===== config.mk =====
export PLATFORM = sky130hd
export DESIGN_NAME = met_ctrl
export DESIGN_NICKNAME = d
export VERILOG_FILES = /design/src/sv/met_pkg.sv /design/src/sv/met_ctrl.sv
export SDC_FILE = /design/constraint.sdc
export NUM_CORES = 1
export LEC_CHECK = 0
export ABC_CLOCK_PERIOD_IN_PS = 1100
export BUFFER_PORTS_ARGS = -buffer_cell sky130_fd_sc_hd__buf_2
export CORE_AREA = 10 10 47 49
export DETAILED_ROUTE_END_ITERATION = 10
export DIE_AREA = 0 0 57 59
export PLACE_DENSITY_LB_ADDON = 0.1
export SLEW_MARGIN = 15
export SYNTH_ARGS = -nofsm -noshare
export SYNTH_HDL_FRONTEND = slang
export SYNTH_SLANG_ARGS = --single-unit

===== constraint.sdc =====
create_clock -name i_clk -period 1.1 [get_ports i_clk]
set_input_delay 0 -clock i_clk [delete_from_list [all_inputs] [get_ports i_clk]]
set_output_delay 0 -clock i_clk [all_outputs]
set_load 0.01 [all_outputs]

===== src/sv/met_pkg.sv =====
// Shared types and fixed-point constants for the Mandelbrot escape-time unit.
package met_pkg;

    // Grid and number format are fixed for this block (Q4.28, 1024 x 1024 grid).
    localparam int GRID      = 1024;
    localparam int FRAC_BITS = 28;
    localparam int GRID_LOG2 = $clog2(GRID);

    // c = (index - GRID/2) * 4 / GRID, which is a plain left shift for this grid.
    localparam int C_SHIFT   = FRAC_BITS + 2 - GRID_LOG2;

    localparam int IDX_W     = 10;
    localparam int ITER_W    = 16;
    localparam int XW        = 32;
    localparam int PW        = 2 * XW;
    localparam int SQ_W      = PW - FRAC_BITS;
    localparam int XY_W      = SQ_W + 1;
    localparam int MAG_W     = SQ_W + 1;

    localparam int          ADDR_W       = 3;
    localparam logic        REG_MAX_ITER = 1'b0;
    localparam logic [ITER_W-1:0] MAX_ITER_RST = ITER_W'(10000);

    typedef enum logic [1:0] {
        ST_IDLE,
        ST_MUL,
        ST_CHK
    } t_state;

    typedef struct packed {
        logic load;
        logic mul_en;
        logic step;
        logic res_load;
    } t_dp_cmd;

    typedef struct packed {
        logic done;
    } t_dp_sts;

endpackage


===== src/sv/met_ctrl.sv =====
// Controller: sequences load, multiply and update steps and owns the output beat flag.
module met_ctrl
    import met_pkg::*;
(
    input  logic    i_clk,
    input  logic    i_rst_n,
    input  logic    i_in_valid,
    output logic    o_in_ready,
    output logic    o_out_valid,
    input  logic    i_out_ready,
    input  t_dp_sts i_sts,
    output t_dp_cmd o_cmd
);

    t_state r_state, n_state;
    logic   r_out_valid, n_out_valid;

    always_comb begin
        o_in_ready     = (r_state == ST_IDLE);
        o_cmd.load     = (r_state == ST_IDLE) && i_in_valid;
        o_cmd.mul_en   = (r_state == ST_MUL);
        o_cmd.step     = (r_state == ST_CHK) && !i_sts.done;
        // The result register may be refilled in the cycle its beat is taken.
        o_cmd.res_load = (r_state == ST_CHK) && i_sts.done && (!r_out_valid || i_out_ready);
    end

    always_comb begin
        n_state = r_state;
        case (r_state)
            ST_IDLE: begin
                if (i_in_valid) n_state = ST_MUL;
            end
            ST_MUL: begin
                n_state = ST_CHK;
            end
            ST_CHK: begin
                if (!i_sts.done) n_state = ST_MUL;
                else if (o_cmd.res_load) n_state = ST_IDLE;
            end
            default: begin
                n_state = ST_IDLE;
            end
        endcase
    end

    always_comb begin
        n_out_valid = r_out_valid;
        if (o_cmd.res_load) n_out_valid = 1'b1;
        else if (i_out_ready) n_out_valid = 1'b0;
    end

    always_ff @(posedge i_clk) begin
        if (!i_rst_n) begin
            r_state     <= ST_IDLE;
            r_out_valid <= 1'b0;
        end else begin
            r_state     <= n_state;
            r_out_valid <= n_out_valid;
        end
    end

    assign o_out_valid = r_out_valid;

    a_no_overwrite: assert property (@(posedge i_clk) disable iff (!i_rst_n)
        o_cmd.res_load |-> (!r_out_valid || i_out_ready))
        else $error("result register overwritten before its beat was taken");

    a_load_to_mul: assert property (@(posedge i_clk) disable iff (!i_rst_n)
        o_cmd.load |=> (r_state == ST_MUL))
        else $error("accepted point did not start an iteration");

    a_step_not_done: assert property (@(posedge i_clk) disable iff (!i_rst_n)
        o_cmd.step |-> !i_sts.done && !o_cmd.res_load)
        else $error("iteration step issued after the point finished");

    a_result_flags_beat: assert property (@(posedge i_clk) disable iff (!i_rst_n)
        o_cmd.res_load |=> r_out_valid && (r_state == ST_IDLE))
        else $error("finished point did not raise an output beat");

endmodule


# --- After elaboration in Yosys (flattened, before gate mapping) ---
# Index checks and enable logic that the tools add are counted.
classes:
  n_mux: 6
  n_eq_ne: 4
  reduce_logical: 10
op_table:
  columns: ["cell", "n"]
  rows:
  - ["2-bit 2-to-1 mux", 3]
  - ["2-bit case mux with 3 select lines", 1]
  - ["1-bit logical AND", 4]
  - ["3-bit != test (second input constant)", 1]
  - ["2-bit by 1-bit == test with 1-bit output (second input constant)", 1]
  - ["2-bit == test (second input constant)", 1]
  - ["1-bit logical NOT", 2]
  - ["2-bit logical NOT", 1]
  - ["1-bit 2-to-1 mux", 2]
  - ["2-bit != test (second input constant)", 1]
  - ["2-bit AND reduction", 1]
  - ["2-bit nonzero test", 1]
  - ["1-bit logical OR", 1]
word_totals:
  out_inout_bits: 6
  elab_cells: 22
  reg_bits: 3

# --- Logic depth before layout (Yosys ltp) ---
depth:
  word_depth: 6
  mapped_depth: 3
  depth_no_buf: 2

# --- Worst setup path after synthesis ---
# OpenSTA, ideal clock, no wires.
synth_path:
  path_type: "register -> output"
  start: "reg r_state[0]"
  end: "out o_cmd[0] (netlist name)"
  arrival_ps: 718
  slack_ps: 382
  stages_incl_launch_ff: 4
  required_ps: 1100
  cell_sequence: "dfxtp_1 > nand3b_1 > nor2b_1 > buf_4"
synth_rtl:
  columns: ["element", "line", "text"]
  rows:
  - ["start: declaration", "met_ctrl.sv:15", "t_state r_state, n_state;"]
  - ["start signal: assignment", "met_ctrl.sv:57", "r_state <= n_state;"]
  - ["end: declaration", "met_ctrl.sv:12", "output t_dp_cmd o_cmd"]

==> results.toml <==
[outcome]
status = "finished, final reports clean"

[floorplan]
core_um2 = 1400
die_y_um = 59
die_area_um2 = 3360
die_w_um = 57
rows = 14
io_pins = 11
initial_core_util = 0.119

[place]
dpl-instance-area_um2 = 221
placedCellCount = 43
gp_congestion = 0.614
port_buffers = 10

[clock_tree]
h-tree-depth = 1
clock_latency_ns = 0.23
cts-root-buf = "clkbuf_4"
postCtsSetupRepairBufs = 0
cts_tree = "built"
path_clk_slew_ns = 0.04
clockBufferDepth = 2
cts_inserted_buffers = 3
clock_sinks = 3

[drt]
drc = 0
drtAntennaViolNets = 0
totalWireLength_um = 479
drt_first_pass_iters = 2
drtIter0Drc = 2
num_vias = 162
avgViaCountPerCell = 3.45
wl_per_cell_um = 10.2

[timing]
worst_pin_slew_ns = 0.149
rsz0062_at_grt = "no"
slew_headroom = 0.901
clock.fmax_mhz = 999
skew_ns = 0.00282
setup_tns_ns = 0
setup_viol = 0
timing.final.crit_share = 0.910
period_minus_slack_ns = 1.00
drv_slew = 0
hold_viol = 0

[worst_setup_path]
start_kind = "flip-flop"
slowest_delay_ns = 0.33
path_class = "flip-flop to output pin"
worst-path-max-fanout = 5
regToRegSetupSlack_ns = 0.35
slowest_stage = "dfxtp_2"
required_ns = 1.10
worstPathCellList = "nand3b_1 -> nor2b_1 -> buf_2"
worstPathArrival_ns = 1.00
end_kind = "output pin"

[power_and_ir_drop]
leakage_uw = 0.000111
vdd_drop_max_mv = 0.333
powerDensity_nw_per_um2 = 1450

[synthesis]
seq_area_frac_synth = 0.361
synth_area_um2 = 166
synth_fp_nets = 24
syn_inst = 19
syn-mean-instance-area_um2 = 8.76
synth.distinct_cells = 11
yosysWarnings = 0
synth_seq_cells = 3

[layout]
insertedDiodeCount = 0
final_area_um2 = 250
utilization = 0.179
final_common_cell = "buf_2"
final_cell_mix = "10 x buf_2, 4 x nand2b_1, 3 x clkbuf_4"
area_delta_synth_final_pct = 50.4
nets = 37
instances_no_fill = 47
layout-drive-gt1-share = 0.484

[hold_path]
hold_class = "primary input to flip-flop"

[global_routing]
grt_max_degree = 7
grt_pass1_wl_um = 786
grtUsageTotal = 0.0328
antenna_found_initial = 0
overflow = 0
grt_pass1_vias = 196

[flow_run]
maxCapViolCount = 0
-- power breakdown --
group | total (uW) | internal, uW | switching [uW] | leakage (uW)
combinational | 47.9 | 25.1 | 22.8 | 0.0000710
sequential | 121 | 116 | 5.66 | 0.0000253
clock | 194 | 136 | 58.4 | 0.0000150
total | 363 | 277 | 86.8 | 0.000111
-- final timing paths --
check / cells past startpoint / to / startpoint
worst min-delay path: 3 / r_state[0] / i_rst_n
worst min register to register: 2 / r_state[0] / r_state[1]
worst max register to register: 2 / o_out_valid / r_state[0]
worst max-delay path: 3 / o_cmd[0] / r_state[0]
-- synth_stat cells, drive strengths merged --
library cell	instances	area (um2)
a21boi	1	7.51
a21oi	1	5.00
and2	1	6.26
buf	2	15.0
dfxtp	3	60.1
nand2b	4	25.0
nand3b	2	15.0
nor2	1	3.75
nor2b	2	12.5
nor3b	1	7.51
o2bb2ai	1	8.76
-- state kept, by name (all words and copies together), names as in the netlist --
register	cells
o_out_valid	1
r_state	2
-- what timing repair did --
action / in CTS / in global routing
gates resized for setup: 0 / 2
setup endpoints to repair: 0 / 1
hold buffers: 0 / 0
endpoints found under the hold margin: 0 / 0
-- kinds of logic (layout without fill, tap and decap cells) --
family	count (synthesis)	in the layout	share of synthesized area
AO/OA/AOI/OAI	3	3	0.128
buffers and inverters	2	14	0.0902
flip-flops	3	3	0.361
AND/OR/NAND/NOR	11	11	0.421
-- stage by stage --
step / total power, uW / setup slack [ns] / hold slack (ns)
global placement: 171 / 0.282 / 0.264
finish: 363 / 0.0993 / 0.0304
CTS: 373 / 0.0590 / 0.0266
global route: 395 / 0.0200 / 0.0342
floorplan: 150 / 0.382 / 0.0495
detailed placement: 171 / 0.312 / 0.265
-- layer usage --
metal | wire length [um] | GRT usage
met1 | 230 | 0.0355
met4 | 0 | 0.0201
met2 | 187 | 0.0341
met5 | 0 | 0
met3 | 61 | 0.0386
-- layout make-up --
type                    instances  area [um2]
clock buffers                   4        26.3
fillers                       170        1150
multi-input cells              14        91.3
flip-flops and latches          3        62.6
well taps                      16        20.0
repair buffers                 10        50.0
-- critical path, delay by kind of cell (launching register included) --
kind | cells | cell delay [ns]
and+or+nand+nor | 2 | 0.31
buffers and inverters | 1 | 0.14
DFF | 1 | 0.33
(Power assumes the default switching activity.)
